[src/hdl/kppc_pkg.sv]
`timescale 1ns / 1ps
// ----------------------------------------------------------------------------
// kppc_pkg
// Shared types and constants of the two-key press classifier.
// ----------------------------------------------------------------------------
package kppc_pkg;

    localparam int TIME_WIDTH_DEF  = 32;
    localparam int COUNT_WIDTH_DEF = 16;

    localparam int NOW_WIDTH       = 32;
    localparam int INTERVAL_WIDTH  = 16;
    localparam int REP_COUNT_WIDTH = 16;
    localparam int CFG_INDEX_WIDTH = 2;
    localparam int CFG_DATA_WIDTH  = 16;

    localparam logic [INTERVAL_WIDTH-1:0] DEBOUNCE_RST   = 16'd20;
    localparam logic [INTERVAL_WIDTH-1:0] LONG_PRESS_RST = 16'd1000;
    localparam logic [INTERVAL_WIDTH-1:0] REPEAT_RST     = 16'd250;
    localparam logic                      COMPANION_RST  = 1'b0;

    // per-key debouncer phase
    typedef enum logic [1:0] {
        PH_OFF    = 2'd0,
        PH_TO_ON  = 2'd1,
        PH_ON     = 2'd2,
        PH_TO_OFF = 2'd3
    } phase_t;

    // configuration register indexes
    typedef enum logic [CFG_INDEX_WIDTH-1:0] {
        CFG_DEBOUNCE   = 2'd0,
        CFG_LONG_PRESS = 2'd1,
        CFG_REPEAT     = 2'd2,
        CFG_COMPANION  = 2'd3
    } cfg_idx_t;

    typedef struct packed {
        logic [INTERVAL_WIDTH-1:0] debounce_ms;
        logic [INTERVAL_WIDTH-1:0] long_press_ms;
        logic [INTERVAL_WIDTH-1:0] repeat_ms;
        logic                      companion_enable;
    } cfg_t;

    // events raised by one key for one sample
    typedef struct packed {
        logic is_short;
        logic is_long;
        logic is_repeat;
        logic is_both;   // both-press, also bumps the other key's count
    } key_evt_t;

endpackage

[src/hdl/kppc_if.sv]
`timescale 1ns / 1ps
// ----------------------------------------------------------------------------
// kppc_if
// Valid/ready channels for key samples and classified results.
// ----------------------------------------------------------------------------
interface kppc_sample_if;
    logic        valid;
    logic        ready;
    logic        key_a;
    logic        key_b;
    logic [31:0] now_ms;

    modport source (output valid, key_a, key_b, now_ms, input ready);
    modport sink   (input valid, key_a, key_b, now_ms, output ready);
endinterface

interface kppc_result_if;
    logic        valid;
    logic        ready;
    logic        short_a;
    logic        long_a;
    logic        repeat_a;
    logic [15:0] repeat_count_a;
    logic        short_b;
    logic        long_b;
    logic        repeat_b;
    logic [15:0] repeat_count_b;
    logic        both_press;
    logic        pressed_a;
    logic        pressed_b;

    modport source (output valid, short_a, long_a, repeat_a, repeat_count_a,
                    short_b, long_b, repeat_b, repeat_count_b, both_press,
                    pressed_a, pressed_b, input ready);
    modport sink   (input valid, short_a, long_a, repeat_a, repeat_count_a,
                    short_b, long_b, repeat_b, repeat_count_b, both_press,
                    pressed_a, pressed_b, output ready);
endinterface

[src/hdl/kppc_cfg_regs.sv]
`timescale 1ns / 1ps
// ----------------------------------------------------------------------------
// kppc_cfg_regs
// Write-only configuration registers with reset defaults.
// ----------------------------------------------------------------------------
module kppc_cfg_regs (
    input  logic                                 clk,
    input  logic                                 rst_n,
    input  logic                                 cfg_we,
    input  logic [kppc_pkg::CFG_INDEX_WIDTH-1:0] cfg_index,
    input  logic [kppc_pkg::CFG_DATA_WIDTH-1:0]  cfg_wdata,
    output kppc_pkg::cfg_t                       cfg
);

    kppc_pkg::cfg_t cfg_reg;
    kppc_pkg::cfg_t cfg_next;

    always_comb
    begin
        cfg_next = cfg_reg;
        if (cfg_we)
        begin
            unique case (kppc_pkg::cfg_idx_t'(cfg_index))
                kppc_pkg::CFG_DEBOUNCE:   cfg_next.debounce_ms      = cfg_wdata;
                kppc_pkg::CFG_LONG_PRESS: cfg_next.long_press_ms    = cfg_wdata;
                kppc_pkg::CFG_REPEAT:     cfg_next.repeat_ms        = cfg_wdata;
                kppc_pkg::CFG_COMPANION:  cfg_next.companion_enable = cfg_wdata[0];
                default:                  cfg_next = cfg_reg;
            endcase
        end
    end

    always_ff @(posedge clk or negedge rst_n)
    begin
        if (!rst_n)
        begin
            cfg_reg.debounce_ms      <= kppc_pkg::DEBOUNCE_RST;
            cfg_reg.long_press_ms    <= kppc_pkg::LONG_PRESS_RST;
            cfg_reg.repeat_ms        <= kppc_pkg::REPEAT_RST;
            cfg_reg.companion_enable <= kppc_pkg::COMPANION_RST;
        end
        else
        begin
            cfg_reg <= cfg_next;
        end
    end

    assign cfg = cfg_reg;

endmodule

[src/hdl/kppc_key_fsm.sv]
`timescale 1ns / 1ps
// ----------------------------------------------------------------------------
// kppc_key_fsm
// Next-state and event logic of one key's debounce/long/repeat machine.
// ----------------------------------------------------------------------------
module kppc_key_fsm #(
    parameter int TIME_WIDTH  = kppc_pkg::TIME_WIDTH_DEF,
    parameter int COUNT_WIDTH = kppc_pkg::COUNT_WIDTH_DEF
) (
    input  kppc_pkg::cfg_t         cfg,
    input  logic                   level,
    input  logic [TIME_WIDTH-1:0]  now,
    input  kppc_pkg::phase_t       phase,
    input  logic [TIME_WIDTH-1:0]  deadline,
    input  logic [COUNT_WIDTH-1:0] count,
    input  kppc_pkg::phase_t       other_phase,
    input  logic [COUNT_WIDTH-1:0] other_count,
    output kppc_pkg::phase_t       phase_next,
    output logic [TIME_WIDTH-1:0]  deadline_next,
    output logic [COUNT_WIDTH-1:0] count_next,
    output kppc_pkg::key_evt_t     evt
);

    localparam logic [COUNT_WIDTH-1:0] COUNT_MAX = '1;

    logic                   timeout;
    logic                   count_zero;
    logic [COUNT_WIDTH-1:0] count_inc;
    logic [TIME_WIDTH-1:0]  dl_debounce;
    logic [TIME_WIDTH-1:0]  dl_long;
    logic [TIME_WIDTH-1:0]  dl_repeat;
    logic                   couple;

    assign timeout     = (now >= deadline);
    assign count_zero  = (count == '0);
    assign count_inc   = (count == COUNT_MAX) ? count : count + 1'b1;
    assign dl_debounce = now + TIME_WIDTH'(cfg.debounce_ms);
    assign dl_long     = now + TIME_WIDTH'(cfg.long_press_ms);
    assign dl_repeat   = now + TIME_WIDTH'(cfg.repeat_ms);
    assign couple      = count_zero && cfg.companion_enable
                         && (other_phase == kppc_pkg::PH_ON) && (other_count == '0);

    // next phase
    always_comb
    begin
        phase_next = phase;
        unique case (phase)
            kppc_pkg::PH_OFF:
            begin
                if (level)
                    phase_next = kppc_pkg::PH_TO_ON;
            end
            kppc_pkg::PH_TO_ON:
            begin
                if (timeout)
                    phase_next = level ? kppc_pkg::PH_ON : kppc_pkg::PH_OFF;
            end
            kppc_pkg::PH_ON:
            begin
                if (!level)
                    phase_next = kppc_pkg::PH_TO_OFF;
            end
            kppc_pkg::PH_TO_OFF:
            begin
                if (timeout)
                    phase_next = level ? kppc_pkg::PH_ON : kppc_pkg::PH_OFF;
            end
            default: phase_next = kppc_pkg::PH_OFF;
        endcase
    end

    // deadline, count and events
    always_comb
    begin
        deadline_next = deadline;
        count_next    = count;
        evt           = '0;
        unique case (phase)
            kppc_pkg::PH_OFF:
            begin
                if (level)
                    deadline_next = dl_debounce;
            end
            kppc_pkg::PH_TO_ON:
            begin
                if (timeout && level)
                    deadline_next = dl_long;
            end
            kppc_pkg::PH_ON:
            begin
                if (!level)
                begin
                    deadline_next = dl_debounce;
                end
                else if (timeout)
                begin
                    deadline_next = dl_repeat;
                    evt.is_long   = count_zero;
                    evt.is_repeat = 1'b1;
                    count_next    = count_inc;
                end
                else if (couple)
                begin
                    evt.is_both = 1'b1;
                    count_next  = count_inc;
                end
            end
            kppc_pkg::PH_TO_OFF:
            begin
                if (timeout && !level)
                begin
                    if (count_zero)
                        evt.is_short = 1'b1;
                    else
                        count_next = '0;
                end
            end
            default: count_next = count;
        endcase
    end

endmodule

[src/hdl/key_pair_press_classifier_core.sv]
`timescale 1ns / 1ps
// ----------------------------------------------------------------------------
// key_pair_press_classifier_core
// Debounce, long-press, auto-repeat and both-press classifier for two keys.
// ----------------------------------------------------------------------------
// usage:
//   - samples channel: one transfer carries both raw key levels and the
//     current millisecond time; key a is classified before key b
//   - events channel: one transfer per sample with the short, long and
//     repeat flags of each key, the repeat counts, both_press and the
//     stable pressed levels
//   - cfg port: one register write per cycle with cfg_we high; writes are
//     expected only while no sample is in flight
//   - path: a taken sample is held in the sample register, classified and
//     stored in the result register, which drives the events channel
//   - throughput: one sample per cycle while the events channel is not
//     stalled; the key state update is a single pass of two chained key
//     machines between the sample register and the result register
//   - stall: while the result register is held, the sample register can
//     still take one more transfer, then samples.ready drops
//   - reset: both keys go to the off phase with zero deadline and count,
//     registers return to 20 / 1000 / 250 / 0
// ----------------------------------------------------------------------------
module key_pair_press_classifier_core #(
    parameter int TIME_WIDTH  = kppc_pkg::TIME_WIDTH_DEF,
    parameter int COUNT_WIDTH = kppc_pkg::COUNT_WIDTH_DEF
) (
    input  logic                                 clk,
    input  logic                                 rst_n,
    kppc_sample_if.sink                          samples,
    kppc_result_if.source                        events,
    input  logic                                 cfg_we,
    input  logic [kppc_pkg::CFG_INDEX_WIDTH-1:0] cfg_index,
    input  logic [kppc_pkg::CFG_DATA_WIDTH-1:0]  cfg_wdata
);

    localparam logic [COUNT_WIDTH-1:0] COUNT_MAX = '1;

    kppc_pkg::cfg_t cfg;

    // sample register
    logic                              smp_vld_reg;
    logic                              smp_key_a_reg;
    logic                              smp_key_b_reg;
    logic [kppc_pkg::NOW_WIDTH-1:0]    smp_now_reg;

    // key state
    kppc_pkg::phase_t                  phase_a_reg, phase_b_reg;
    logic [TIME_WIDTH-1:0]             deadline_a_reg, deadline_b_reg;
    logic [COUNT_WIDTH-1:0]            count_a_reg, count_b_reg;

    // result register
    logic                              res_vld_reg;
    kppc_pkg::key_evt_t                res_evt_a_reg, res_evt_b_reg;
    logic [kppc_pkg::REP_COUNT_WIDTH-1:0] res_cnt_a_reg, res_cnt_b_reg;
    logic                              res_pressed_a_reg, res_pressed_b_reg;

    logic                              advance;
    logic [63:0]                       now_wide;
    logic [TIME_WIDTH-1:0]             now;

    // key a results
    kppc_pkg::phase_t                  phase_a_next;
    logic [TIME_WIDTH-1:0]             deadline_a_next;
    logic [COUNT_WIDTH-1:0]            count_a_mid;
    logic [COUNT_WIDTH-1:0]            count_a_next;
    kppc_pkg::key_evt_t                evt_a;

    // key b results
    logic [COUNT_WIDTH-1:0]            count_b_mid;
    kppc_pkg::phase_t                  phase_b_next;
    logic [TIME_WIDTH-1:0]             deadline_b_next;
    logic [COUNT_WIDTH-1:0]            count_b_next;
    kppc_pkg::key_evt_t                evt_b;

    logic [31:0]                       cnt_a_wide, cnt_b_wide;
    logic [kppc_pkg::REP_COUNT_WIDTH-1:0] rep_cnt_a, rep_cnt_b;

    kppc_cfg_regs u_cfg (
        .clk       (clk),
        .rst_n     (rst_n),
        .cfg_we    (cfg_we),
        .cfg_index (cfg_index),
        .cfg_wdata (cfg_wdata),
        .cfg       (cfg)
    );

    // the held sample moves on when the result register is free or drains
    assign advance       = smp_vld_reg && (!res_vld_reg || events.ready);
    assign samples.ready = !smp_vld_reg || advance;

    // time at the configured width, zero-extended or truncated
    assign now_wide = 64'(smp_now_reg);
    assign now      = now_wide[TIME_WIDTH-1:0];

    // key a sees key b as it was before this sample
    kppc_key_fsm #(
        .TIME_WIDTH  (TIME_WIDTH),
        .COUNT_WIDTH (COUNT_WIDTH)
    ) u_key_a (
        .cfg           (cfg),
        .level         (smp_key_a_reg),
        .now           (now),
        .phase         (phase_a_reg),
        .deadline      (deadline_a_reg),
        .count         (count_a_reg),
        .other_phase   (phase_b_reg),
        .other_count   (count_b_reg),
        .phase_next    (phase_a_next),
        .deadline_next (deadline_a_next),
        .count_next    (count_a_mid),
        .evt           (evt_a)
    );

    // a both-press raised by key a also bumps key b's count
    assign count_b_mid = (evt_a.is_both && (count_b_reg != COUNT_MAX))
                         ? count_b_reg + 1'b1 : count_b_reg;

    // key b sees key a after its update
    kppc_key_fsm #(
        .TIME_WIDTH  (TIME_WIDTH),
        .COUNT_WIDTH (COUNT_WIDTH)
    ) u_key_b (
        .cfg           (cfg),
        .level         (smp_key_b_reg),
        .now           (now),
        .phase         (phase_b_reg),
        .deadline      (deadline_b_reg),
        .count         (count_b_mid),
        .other_phase   (phase_a_next),
        .other_count   (count_a_mid),
        .phase_next    (phase_b_next),
        .deadline_next (deadline_b_next),
        .count_next    (count_b_next),
        .evt           (evt_b)
    );

    // and a both-press raised by key b bumps key a's count
    assign count_a_next = (evt_b.is_both && (count_a_mid != COUNT_MAX))
                          ? count_a_mid + 1'b1 : count_a_mid;

    // repeat counts are the count before the event, zero without one
    assign cnt_a_wide = 32'(count_a_reg);
    assign cnt_b_wide = 32'(count_b_mid);
    assign rep_cnt_a  = evt_a.is_repeat ? cnt_a_wide[kppc_pkg::REP_COUNT_WIDTH-1:0] : '0;
    assign rep_cnt_b  = evt_b.is_repeat ? cnt_b_wide[kppc_pkg::REP_COUNT_WIDTH-1:0] : '0;

    // control registers
    always_ff @(posedge clk or negedge rst_n)
    begin
        if (!rst_n)
        begin
            smp_vld_reg    <= 1'b0;
            res_vld_reg    <= 1'b0;
            phase_a_reg    <= kppc_pkg::PH_OFF;
            phase_b_reg    <= kppc_pkg::PH_OFF;
            deadline_a_reg <= '0;
            deadline_b_reg <= '0;
            count_a_reg    <= '0;
            count_b_reg    <= '0;
        end
        else
        begin
            if (samples.ready)
                smp_vld_reg <= samples.valid;
            if (advance)
                res_vld_reg <= 1'b1;
            else if (events.ready)
                res_vld_reg <= 1'b0;
            if (advance)
            begin
                phase_a_reg    <= phase_a_next;
                phase_b_reg    <= phase_b_next;
                deadline_a_reg <= deadline_a_next;
                deadline_b_reg <= deadline_b_next;
                count_a_reg    <= count_a_next;
                count_b_reg    <= count_b_next;
            end
        end
    end

    // payload registers
    always_ff @(posedge clk)
    begin
        if (samples.valid && samples.ready)
        begin
            smp_key_a_reg <= samples.key_a;
            smp_key_b_reg <= samples.key_b;
            smp_now_reg   <= samples.now_ms;
        end
        if (advance)
        begin
            res_evt_a_reg     <= evt_a;
            res_evt_b_reg     <= evt_b;
            res_cnt_a_reg     <= rep_cnt_a;
            res_cnt_b_reg     <= rep_cnt_b;
            res_pressed_a_reg <= (phase_a_next == kppc_pkg::PH_ON);
            res_pressed_b_reg <= (phase_b_next == kppc_pkg::PH_ON);
        end
    end

    assign events.valid          = res_vld_reg;
    assign events.short_a        = res_evt_a_reg.is_short;
    assign events.long_a         = res_evt_a_reg.is_long;
    assign events.repeat_a       = res_evt_a_reg.is_repeat;
    assign events.repeat_count_a = res_cnt_a_reg;
    assign events.short_b        = res_evt_b_reg.is_short;
    assign events.long_b         = res_evt_b_reg.is_long;
    assign events.repeat_b       = res_evt_b_reg.is_repeat;
    assign events.repeat_count_b = res_cnt_b_reg;
    assign events.both_press     = res_evt_a_reg.is_both | res_evt_b_reg.is_both;
    assign events.pressed_a      = res_pressed_a_reg;
    assign events.pressed_b      = res_pressed_b_reg;

    // the shown pressed level follows the stored phase
    a_pressed_tracks_phase: assert property (@(posedge clk) disable iff (!rst_n)
        advance |=> events.pressed_a == (phase_a_reg == kppc_pkg::PH_ON))
        else $error("pressed_a does not match key a phase");

    // a both-press only with coupling on
    a_both_needs_coupling: assert property (@(posedge clk) disable iff (!rst_n)
        advance && (evt_a.is_both || evt_b.is_both) |-> cfg.companion_enable)
        else $error("both-press without coupling");

    // a long press leaves a nonzero event count behind
    a_long_bumps_count: assert property (@(posedge clk) disable iff (!rst_n)
        advance && evt_a.is_long |=> count_a_reg != '0)
        else $error("key a count zero after long press");

    // key b's phase and count move only with a processed sample
    a_state_holds: assert property (@(posedge clk) disable iff (!rst_n)
        !advance |=> $stable(phase_b_reg) && $stable(count_b_reg))
        else $error("key b state changed without a sample");

endmodule
[src/flat_wrapper.sv]
// flat-port wrapper written by rule: the top's interface ports become plain ports
module key_pair_press_classifier_core_flat 
#(
    parameter int TIME_WIDTH  = kppc_pkg::TIME_WIDTH_DEF,
    parameter int COUNT_WIDTH = kppc_pkg::COUNT_WIDTH_DEF
)
  (clk, rst_n, cfg_we, cfg_index, cfg_wdata, samples_valid, samples_key_a, samples_key_b, samples_now_ms, samples_ready, events_valid, events_short_a, events_long_a, events_repeat_a, events_repeat_count_a, events_short_b, events_long_b, events_repeat_b, events_repeat_count_b, events_both_press, events_pressed_a, events_pressed_b, events_ready);
  kppc_sample_if samples_i ();
  kppc_result_if events_i ();
  input  logic clk;
  input  logic rst_n;
  input  logic cfg_we;
  input  logic [kppc_pkg::CFG_INDEX_WIDTH-1:0] cfg_index;
  input  logic [kppc_pkg::CFG_DATA_WIDTH-1:0] cfg_wdata;
  input wire logic [$bits(samples_i.valid)-1:0] samples_valid;
  input wire logic [$bits(samples_i.key_a)-1:0] samples_key_a;
  input wire logic [$bits(samples_i.key_b)-1:0] samples_key_b;
  input wire logic [$bits(samples_i.now_ms)-1:0] samples_now_ms;
  output wire logic [$bits(samples_i.ready)-1:0] samples_ready;
  output wire logic [$bits(events_i.valid)-1:0] events_valid;
  output wire logic [$bits(events_i.short_a)-1:0] events_short_a;
  output wire logic [$bits(events_i.long_a)-1:0] events_long_a;
  output wire logic [$bits(events_i.repeat_a)-1:0] events_repeat_a;
  output wire logic [$bits(events_i.repeat_count_a)-1:0] events_repeat_count_a;
  output wire logic [$bits(events_i.short_b)-1:0] events_short_b;
  output wire logic [$bits(events_i.long_b)-1:0] events_long_b;
  output wire logic [$bits(events_i.repeat_b)-1:0] events_repeat_b;
  output wire logic [$bits(events_i.repeat_count_b)-1:0] events_repeat_count_b;
  output wire logic [$bits(events_i.both_press)-1:0] events_both_press;
  output wire logic [$bits(events_i.pressed_a)-1:0] events_pressed_a;
  output wire logic [$bits(events_i.pressed_b)-1:0] events_pressed_b;
  input wire logic [$bits(events_i.ready)-1:0] events_ready;
  assign samples_i.valid = samples_valid;
  assign samples_i.key_a = samples_key_a;
  assign samples_i.key_b = samples_key_b;
  assign samples_i.now_ms = samples_now_ms;
  assign samples_ready = samples_i.ready;
  assign events_valid = events_i.valid;
  assign events_short_a = events_i.short_a;
  assign events_long_a = events_i.long_a;
  assign events_repeat_a = events_i.repeat_a;
  assign events_repeat_count_a = events_i.repeat_count_a;
  assign events_short_b = events_i.short_b;
  assign events_long_b = events_i.long_b;
  assign events_repeat_b = events_i.repeat_b;
  assign events_repeat_count_b = events_i.repeat_count_b;
  assign events_both_press = events_i.both_press;
  assign events_pressed_a = events_i.pressed_a;
  assign events_pressed_b = events_i.pressed_b;
  assign events_i.ready = events_ready;
  key_pair_press_classifier_core #(.TIME_WIDTH(TIME_WIDTH), .COUNT_WIDTH(COUNT_WIDTH)) u_core (.clk(clk), .rst_n(rst_n), .samples(samples_i), .events(events_i), .cfg_we(cfg_we), .cfg_index(cfg_index), .cfg_wdata(cfg_wdata));
endmodule
[config.mk]
export PLATFORM = sky130hd
export DESIGN_NAME = key_pair_press_classifier_core_flat
export DESIGN_NICKNAME = d
export VERILOG_FILES = /design/src/hdl/kppc_pkg.sv /design/src/hdl/kppc_if.sv /design/src/hdl/kppc_cfg_regs.sv /design/src/hdl/kppc_key_fsm.sv /design/src/hdl/key_pair_press_classifier_core.sv /design/src/flat_wrapper.sv
export SDC_FILE = /design/constraint.sdc
export NUM_CORES = 1
export LEC_CHECK = 0
export BUFFER_PORTS_ARGS = -buffer_cell sky130_fd_sc_hd__buf_2
export CAP_MARGIN = 20
export CORE_UTILIZATION = 40
export DETAILED_ROUTE_END_ITERATION = 12
export PLACE_DENSITY = 0.54
export SYNTH_ARGS = -nofsm -noshare
export SYNTH_HDL_FRONTEND = slang
export SYNTH_HIERARCHICAL = 1
export SYNTH_SLANG_ARGS = --single-unit
[constraint.sdc]
create_clock -name clk -period 9.55 [get_ports clk]
set_clock_uncertainty 0.05 [all_clocks]
set_input_delay 0.4775 -clock clk [delete_from_list [all_inputs] [get_ports clk]]
set_output_delay 0.4775 -clock clk [all_outputs]
set_load 0.02 [all_outputs]
==> run summary, run 1 <==
The flow ran to the end, but the final reports show violations. The final reports fail on DRC. The number of max-cap violations was 0. The tools report the setup TNS as 0 ns.

The Yosys step of the flow raised 6 warnings. By area the synthesized netlist is led by sky130_fd_sc_hd__dfrtp_1 16%, sky130_fd_sc_hd__edfxtp_1 11%, sky130_fd_sc_hd__ha_1 9.8%, sky130_fd_sc_hd__nand2_1 8.2%, sky130_fd_sc_hd__a21oi_1 4.4%. In the synthesized netlist, the cells that appear most often are 464 x sky130_fd_sc_hd__nand2_1, 187 x sky130_fd_sc_hd__a21oi_1, 167 x sky130_fd_sc_hd__nor2_1. The net count of the finished layout came out at 2917. The run gives 0.0524 sq mm as the core footprint. The vertical die dimension was 232 um. The fraction of final layout cells sized beyond drive strength 1 was 0.117. Setup repair after global routing left no endpoint under its margin. The final count of pins violating max slew is 0. Setup violations remaining at the end of the flow were counted as 0. For the global routing met3 resource utilization, the log shows 0.0371. The congestion estimate from routability-driven global placement came to 1.01. The fraction of post-synthesis cell area in the top cell type by area is 0.162. The critical path launch point was u_core/now[2]$_DFFE_PP_. The proportion of register bits with asynchronous set or reset after synthesis was 0.665; the largest vdd supply drop was 0.154 mV. For the worst setup path, the data required time is 10.00 ns. Before antenna repair, the detailed router went through 10 iterations. The number of levels the H-tree was split into came out at 1. The setup check on the worst reg-to-reg path leaves a slack of 2.96 ns. For the DRC violation count after routing, the log shows 1. The met1 layer usage reported by global route was 0.389; the largest driver fanout on the critical path was 32. The first routing iteration left 1920 violations. The first global-routing pass estimated 123000 um of wire. The global-route usage over all layers is 0.301. The count of nets left with antenna violations once routing finished came out at 0. The per-cell via count in the routed design is 6.23.

Clock-pin slew was measured on the worst setup and hold paths at 0.06 ns. Counting flops with a built-in enable in the synthesized netlist gives 76. Total power of the final layout: 0.00601 W.

In the synthesized netlist the dominant register cell turns out to be sky130_fd_sc_hd__dfrtp_1. The via count of the first global-routing pass came out at 20.0k. The number of sinks on the clock net is 227, and the flop and latch count out of synthesis is 227.

The power density normalized to cell area works out to 254 mW/mm^2. The minimum clock period came out at 6.59 ns. Maximum number of buffers from clock root to sink: 3. STA classifies the critical path endpoint as a flip-flop.

The area growth from synthesis to final layout is 11.4%. Pin placement for this block handled 100 I/O pins. The number of nets in the synthesized netlist is 2836. The run gives 0.499 as the met2 capacity usage during global routing. The floorplan step defined a die boundary enclosing 0.0539 sq mm. The floorplan step set the die width to 232 um. The tools report the number of antenna violations at the first check in global routing as 0. Counting every instance in the synthesized netlist gives 2607. The worst hold path begins at samples_now_ms[14]. The register with the most flip-flops in the layout has 49 of them. Entering global routing, the biggest net connects 87 pins. The tools report the distinct cell type count after synthesis as 111. The worst slew margin relative to its limit is 0.258, and the final worst-path cycle share is 0.690. In this run the worst hold path is classified as input port to flip-flop.

The number of buffers added on ports is 99. The via count is 21.2k, and the cell leakage power is 9.83 nW. Buffers inserted during clock tree synthesis total 30. 0 antenna diodes ended up in the layout.

The critical path data arrival time is 7.04 ns, and the post-synthesis sequential area ratio is 0.287. The clock latency reported for the late side of the worst-skew pair came out at 0.61 ns. sky130_fd_sc_hd__nand2_1 is the most common cell in the netlist. Timing analysis after detailed placement gives a worst setup slack of 3.09 ns. Detailed placement ended at an HPWL of 61000 um. The type of the worst setup path is flip-flop to flip-flop. The floorplan has 84 rows. The number of setup buffers added after CTS is 0. The number of hold violations in the final report was 0.

In this run the cell area of the synthesized design comes to 0.0212 sq mm. The initial standard-cell utilization of the core came out at 0.404. The worst register-to-register path has a depth of 20. The run gives 2.96 ns as the worst-case setup margin in the final layout. The startpoint type of the worst setup path is a flip-flop. The tools report the root buffer cell as sky130_fd_sc_hd__clkbuf_16. The mean instance size in the synthesized netlist is 8.13 sq um. Based on the critical path, the design can be clocked at up to 0.152 GHz.

The tools report the final routed wirelength across all metal layers as 82800 um. The cell depth of the worst hold path is 1. Summed over all layers, the global routing overflow is 0.

met2 is the most crowded layer. Slew at the pin closest to its max-slew limit: 1.11 ns. In the final routed layout, each cell accounts on average for 24.4 um.

Summed over all instances, the cell type with the most area after synthesis is sky130_fd_sc_hd__dfrtp_1. TritonCTS built the clock tree. The reg-to-reg startpoint is u_core/now[2]$_DFFE_PP_.
## worst max-delay path, stage by stage, from the launching register on
cell and delay, ns:
sky130_fd_sc_hd__edfxtp_1 0.52, sky130_fd_sc_hd__ha_1 0.36, sky130_fd_sc_hd__a211oi_1 0.24, sky130_fd_sc_hd__o21ai_0 0.14, sky130_fd_sc_hd__a21oi_1 0.25, sky130_fd_sc_hd__o21ai_1 0.28
sky130_fd_sc_hd__a21oi_2 0.18, sky130_fd_sc_hd__buf_4 0.35, sky130_fd_sc_hd__and3_1 0.38, sky130_fd_sc_hd__nand3_1 0.30, sky130_fd_sc_hd__or4_1 0.48, sky130_fd_sc_hd__a21oi_1 0.24
sky130_fd_sc_hd__xor2_1 0.17, sky130_fd_sc_hd__nor4_1 0.28, sky130_fd_sc_hd__nand4_1 0.28, sky130_fd_sc_hd__nor3_1 0.39, sky130_fd_sc_hd__and3_1 0.34, sky130_fd_sc_hd__and4_1 0.31
sky130_fd_sc_hd__nand2_1 0.17, sky130_fd_sc_hd__or4_1 0.57, sky130_fd_sc_hd__a31oi_1 0.18
## metrics by stage
stage	instances	util	hold WS (ns)	instance area, sq um
after detailed placement	3318	0.425	0.398	22300
after global placement	3318	0.425	0.400	22300
after CTS	3398	0.450	0.000324	23600
after floorplan	2607	-	0.132	21200
final	3400	0.450	0.0182	23600
after global routing	3400	0.450	0.00504	23600
## per-layer routing
metal,share of wire,up-vias
met5,0,-
met1,0.42,10200
met3,0.073,204
met4,0.048,0
li1,-,9729
met2,0.46,997
## placed cells by master, fill, tap and decap left out, types with 64 or more instances in the layout
cell / Yosys / final
sky130_fd_sc_hd__a21oi_1: 187 / 186
sky130_fd_sc_hd__buf_2: 21 / 98
sky130_fd_sc_hd__dfrtp_1: 137 / 136
sky130_fd_sc_hd__edfxtp_1: 76 / 76
sky130_fd_sc_hd__ha_1: 166 / 166
sky130_fd_sc_hd__inv_1: 107 / 107
sky130_fd_sc_hd__nand2_1: 464 / 464
sky130_fd_sc_hd__nand3_1: 69 / 69
sky130_fd_sc_hd__nor2_1: 167 / 167
sky130_fd_sc_hd__o21ai_0: 158 / 158
sky130_fd_sc_hd__xnor2_1: 93 / 93
sky130_fd_sc_hd__xor2_1: 64 / 64
## kinds of logic (layout without fill, tap and decap cells)
group | count (synthesis) | count (layout) | synth area share
compound gates | 747 | 747 | 0.235
xor+xnor | 157 | 157 | 0.0649
fa+ha+maj | 172 | 172 | 0.104
buf+inv | 221 | 326 | 0.0452
flops | 227 | 227 | 0.287
mux | 89 | 89 | 0.0450
simple gates | 994 | 994 | 0.220
## timing repair
action / 4_1_cts / 5_1_grt
hold buffers: 24 / 0
resized for setup: 0 / 0
hold endpoints to repair: 64 / 0
## power by group
part / total (W) / switching (W) / internal [W] / leakage [nW]
clock network: 0.00121 / 0.000499 / 0.000712 / 0.508
registers: 0.00152 / 0.000285 / 0.00124 / 2.62
logic: 0.00328 / 0.00214 / 0.00113 / 6.71
## layout make-up
cell class,instances,area [sq um]
clock inverters,21,231
clock buffers,35,832
flip-flops and latches,227,6080
well taps,688,861
inverters,113,427
repair buffers,157,997
multi-input cells,2159,14200
fillers,5276,28800
## final timing paths
| check | end |
|---|---|
| worst max-delay path | u_core/count_a_reg[9]$_DFFE_PN0P_ |
| worst min-delay path | u_core/now[14]$_DFFE_PP_ |
| worst max register to register | u_core/count_a_reg[9]$_DFFE_PN0P_ |
| worst min register to register | u_core/deadline_b_reg[18]$_DFFE_PN0P_ |
| max in group asynchronous | u_core/count_b_reg[12]$_DFFE_PN0P_ |
| min in group asynchronous | u_core/deadline_b_reg[15]$_DFFE_PN0P_ |
No activity file was read; power rests on OpenSTA's default activity.
==> run 2: changes to the inputs <==
Settings changed: ABC_AREA set to 1, PLACE_DENSITY 0.54 to 0.56.
Clock period 9.55 ns to 5.99 ns, I/O delays scaled along.
==> run summary, run 2 <==
In this run the most critical hold path is launched from cfg_index[1]. The global-route usage over all layers came out at 0.318. For the initial standard-cell utilization of the core, the log shows 0.406. The final worst-path cycle share came out at 0.877.

Detailed placement finished with a half-perimeter wire length of 90000 um. Cell internal power was estimated by the tool at 0.00552 W. The min-delay analysis places its worst path in the category input port to flip-flop. The synthesized design spends more area on one cell type than any other, namely sky130_fd_sc_hd__nand2_1. TritonCTS built the clock tree. The clock slew seen by the registers of the worst setup and hold paths works out to 0.06 ns. IR analysis of the VDD net gives a maximum drop of 0.244 mV. The adder-cell area share of the yosys netlist was 0.0770; the post-route cell area was 0.0316 sq mm.

The count of placed standard cells in the final layout, fillers left out is 6140, and the first-pass GRT wire length is 180000 um. The top cell types in the final layout, fill and taps aside, are 2140 x sky130_fd_sc_hd__nand2_1, 674 x sky130_fd_sc_hd__inv_1, 643 x sky130_fd_sc_hd__nand3_1. The final RePlAce weighted congestion is 1.03, and the number of warnings reported in the yosys synthesis log is 6. The commonest cells after synthesis are 2141 x sky130_fd_sc_hd__nand2_1, 679 x sky130_fd_sc_hd__inv_1, 643 x sky130_fd_sc_hd__nand3_1. The logs give 5404 for the net count of the finished layout and 0.0724 sq mm for the area of the die. In this run the standard cell core region covers 0.0703 sq mm.

The cell area that synthesis handed to floorplanning was 0.0286 sq mm. The proportion of total power due to net switching is 0.542, and the number of DRC markers in iteration 0 is 3292. The number of I/O pins was 100; the flip-flop count of the largest register after layout was 49. The run gives 0.190 GHz as the fmax. The worst hold path was traced through 3 stages. Power comes to 0.0121 W. The logs give 0.213 for the post-synthesis sequential area ratio and 6029 for the cell count after placement.

The tools report the final count of pins violating max slew as 0. The share of the synthesized netlist area taken by xor and xnor gates works out to 0.0279. Once the clock tree was built, the setup fixing pass inserted 0 buffers. Dividing total power by cell area gives a power density of 382 mW/mm^2.

The tools report the row count as 97. The vertical die dimension came out at 269 um. The fraction of post-synthesis cell area in the top cell type by area was 0.281. After synthesis, the largest family of logic cells by area is simple AND/OR/NAND/NOR gates. The die is 269 um wide. The via count of the first global-routing pass came out at 29.7k. The number of cells on the worst reg-to-reg path is 30. In the final routed layout, each cell accounts on average for 19.2 um. In this design, the stage delay of the slowest critical-path cell is 0.63 ns. The area fraction in compound gates after synthesis works out to 0.0521.

After routing, the total negative slack on setup checks comes to 0 ns. The final number of setup-violating endpoints came out at 0. The tools report the pin count of the biggest net entering global routing as 142. The number of antenna violations at the first check in global routing was 0; the simple-gate share of the synthesized area was 0.511.

The critical path is of the flip-flop to flip-flop type. In this run the static leakage power is 17.4 nW. The terminating pin of the worst hold path is u_core/u_cfg/cfg[7]$_DFFE_PN1P_.

The number of nets handed over by synthesis was 5310. Summed over all nets, the switching power comes to 0.00654 W. The per-cell via count in the routed design is 5.29. Yosys attributes the largest share of cell area to sky130_fd_sc_hd__nand2_1 28%, sky130_fd_sc_hd__dfrtp_1 12%, sky130_fd_sc_hd__nand3_1 11%, sky130_fd_sc_hd__inv_1 8.9%, sky130_fd_sc_hd__edfxtp_1 8.0%. The tree is rooted in a sky130_fd_sc_hd__clkbuf_16. The worst setup path is captured at a flip-flop. For the number of buffers created by CTS, the log shows 31.

The most numerous cell type found on the critical path is sky130_fd_sc_hd__nand2_1. The number of sinks on the clock net is 227, and the number of cells upsized or downsized after cts is 0. The largest driver fanout on the critical path was 37.

The clock latency reported for the late side of the worst-skew pair was 0.63 ns; the via count was 32.5k. Counting the fill cells in the layout gives 7723. Count of nets left with antenna violations after detail routing: 0. The worst register-to-register path ends at u_core/count_a_reg[8]$_DFFE_PN0P_. The run finished with clean final reports. Averaged over all synthesized cells, the footprint is 5.62 sq um.

Number of buffers added on ports: 99. The cell count after synthesis came out at 5081. For this run the aggregate overflow at the end of global routing stands at 0.

Setup slack closes at 0.734 ns. The number of antenna diodes in the final layout is 0. In the routed design, unresolved DRC markers number 0. The proportion of register bits with asynchronous set or reset after synthesis was 0.665; the critical path data arrival time was 5.75 ns. The proportion of power drawn by flip-flops and latches was 0.214; the clock share of power was 0.161. The flop and latch count out of synthesis is 227, and the slack of the worst reg-to-reg path is 0.73 ns. For the pin with the worst max-slew slack, the measured transition is 1.21 ns. The quantity of hold-fixing buffers added after cts was 53. Setup repair after global routing left no endpoint under its margin.

Counting distinct cell types in the post-synthesis netlist gives 52. The library cell used most frequently in the layout, excluding fill and tap cells, is sky130_fd_sc_hd__nand2_1. The startpoint type of the worst setup path was a flip-flop. The first detailed-routing pass ran for 9 iterations.

The number of hold violations in the final report was 0; the post-synthesis mux area share was 0. For the total cell area at the placement stage, the log shows 0.0300 sq mm. The worst setup slack after placement is 0.794 ns. Fraction of final layout cells sized beyond drive strength 1: 0.0615. The worst slew margin relative to its limit was 0.195. At the worst endpoint, the required time is 6.48 ns. Across the run, the number of max-cap violations was 0. sky130_fd_sc_hd__nand2_1 is the most common cell in the netlist. The number of enable flip-flop cells after synthesis was 76; the maximum number of buffers from clock root to sink was 3. The number of levels the H-tree was split into came out at 1. For this run, the leading register cell type out of synthesis is sky130_fd_sc_hd__dfrtp_1. In this run the critical register-to-register path is launched from u_core/now[3]$_DFFE_PP_.

Final routed wirelength across all metal layers: 118000 um. The largest individual stage delay along the critical path comes from the cell sky130_fd_sc_hd__inv_1. The combinational share of power was 0.625; the area growth from synthesis to final layout was 10.6%. The routed design could run at a clock period as short as 5.26 ns.
[run 2: cell count changes after synthesis, moves of 38 or more]
cell,before,now
sky130_fd_sc_hd__nand2_1,464,2141
sky130_fd_sc_hd__nand3_1,69,643
sky130_fd_sc_hd__inv_1,107,679
sky130_fd_sc_hd__nor2_1,167,422
sky130_fd_sc_hd__o21ai_0,158,67
sky130_fd_sc_hd__nand4_1,44,116
sky130_fd_sc_hd__mux2_2,51,0
sky130_fd_sc_hd__xor2_1,64,22
sky130_fd_sc_hd__a31oi_1,39,0
sky130_fd_sc_hd__mux2i_1,38,0
[run 2: power by group through the flow]
stage	Sequential, W	Combinational, W	Clock (W)
after floorplan	0.00248	0.00522	0
after global placement	0.00260	0.00731	0
after detailed placement	0.00260	0.00735	0
after CTS	0.00258	0.00740	0.00199
after global routing	0.00264	0.00839	0.00204
final	0.00258	0.00754	0.00194
[run 2: metrics by stage]
stage	hold WS (ns)	util
floorplan	-0.0461	-
global placement	0.386	0.427
detailed placement	0.383	0.427
CTS	0.0607	0.449
global route	0.116	0.449
finish	0.104	0.449
[run 2: cell families (layout without fill, tap and decap cells)]
kind of cell | after synthesis | count (layout)
and+or+nand+nor | 3464 | 3464
DFF | 227 | 227
buffers and inverters | 853 | 972
xor gates and xnor gates | 91 | 91
AOI/OAI and AO/OA | 274 | 274
adders and majority gates | 172 | 172
[run 2: worst max-delay path by stage]
| stage | from | slack (ns) | end | depth (start not counted) |
|---|---|---|---|---|
| floorplan | u_core/now[19]$_DFFE_PP_ | 1.07 | u_core/count_a_reg[8]$_DFFE_PN0P_ | 30 |
| global placement | u_core/now[3]$_DFFE_PP_ | 0.83 | u_core/count_a_reg[8]$_DFFE_PN0P_ | 32 |
| detailed placement | u_core/now[3]$_DFFE_PP_ | 0.79 | u_core/count_a_reg[8]$_DFFE_PN0P_ | 30 |
| CTS | u_core/now[3]$_DFFE_PP_ | 0.78 | u_core/count_a_reg[8]$_DFFE_PN0P_ | 30 |
| global route | u_core/deadline_a_reg[7]$_DFFE_PN0P_ | 0.34 | u_core/count_a_reg[8]$_DFFE_PN0P_ | 29 |
| finish | u_core/now[3]$_DFFE_PP_ | 0.73 | u_core/count_a_reg[8]$_DFFE_PN0P_ | 30 |
[run 2: layout make-up]
type                            instances  area [sq um]  share of cell area
Clock buffer                           36           815              0.0258
Multi-Input combinational cell       4001         19100               0.605
Tap cell                              940          1180              0.0373
Clock inverter                         22           226             0.00717
Inverter                              696          2620              0.0830
Timing Repair Buffer                  218          1560              0.0494
Sequential cell                       227          6080               0.193
[run 2: critical path, delay by kind of cell, from the launching register on]
family,cells,cell delay [ns]
AOI/OAI and AO/OA,1,0.13
adders and majority gates,1,0.34
buffers and inverters,5,1.31
DFF,1,0.35
and+or+nand+nor,23,2.97
[run 2: layer usage]
metal / vias to the layer above / GRT usage / wire length, um
met5: - / 0 / 0
met4: 0 / 0.106 / 4190
met3: 185 / 0.0285 / 8040
met2: 1286 / 0.527 / 53900
met1: 14800 / 0.432 / 51800
li1: 16300 / - / -
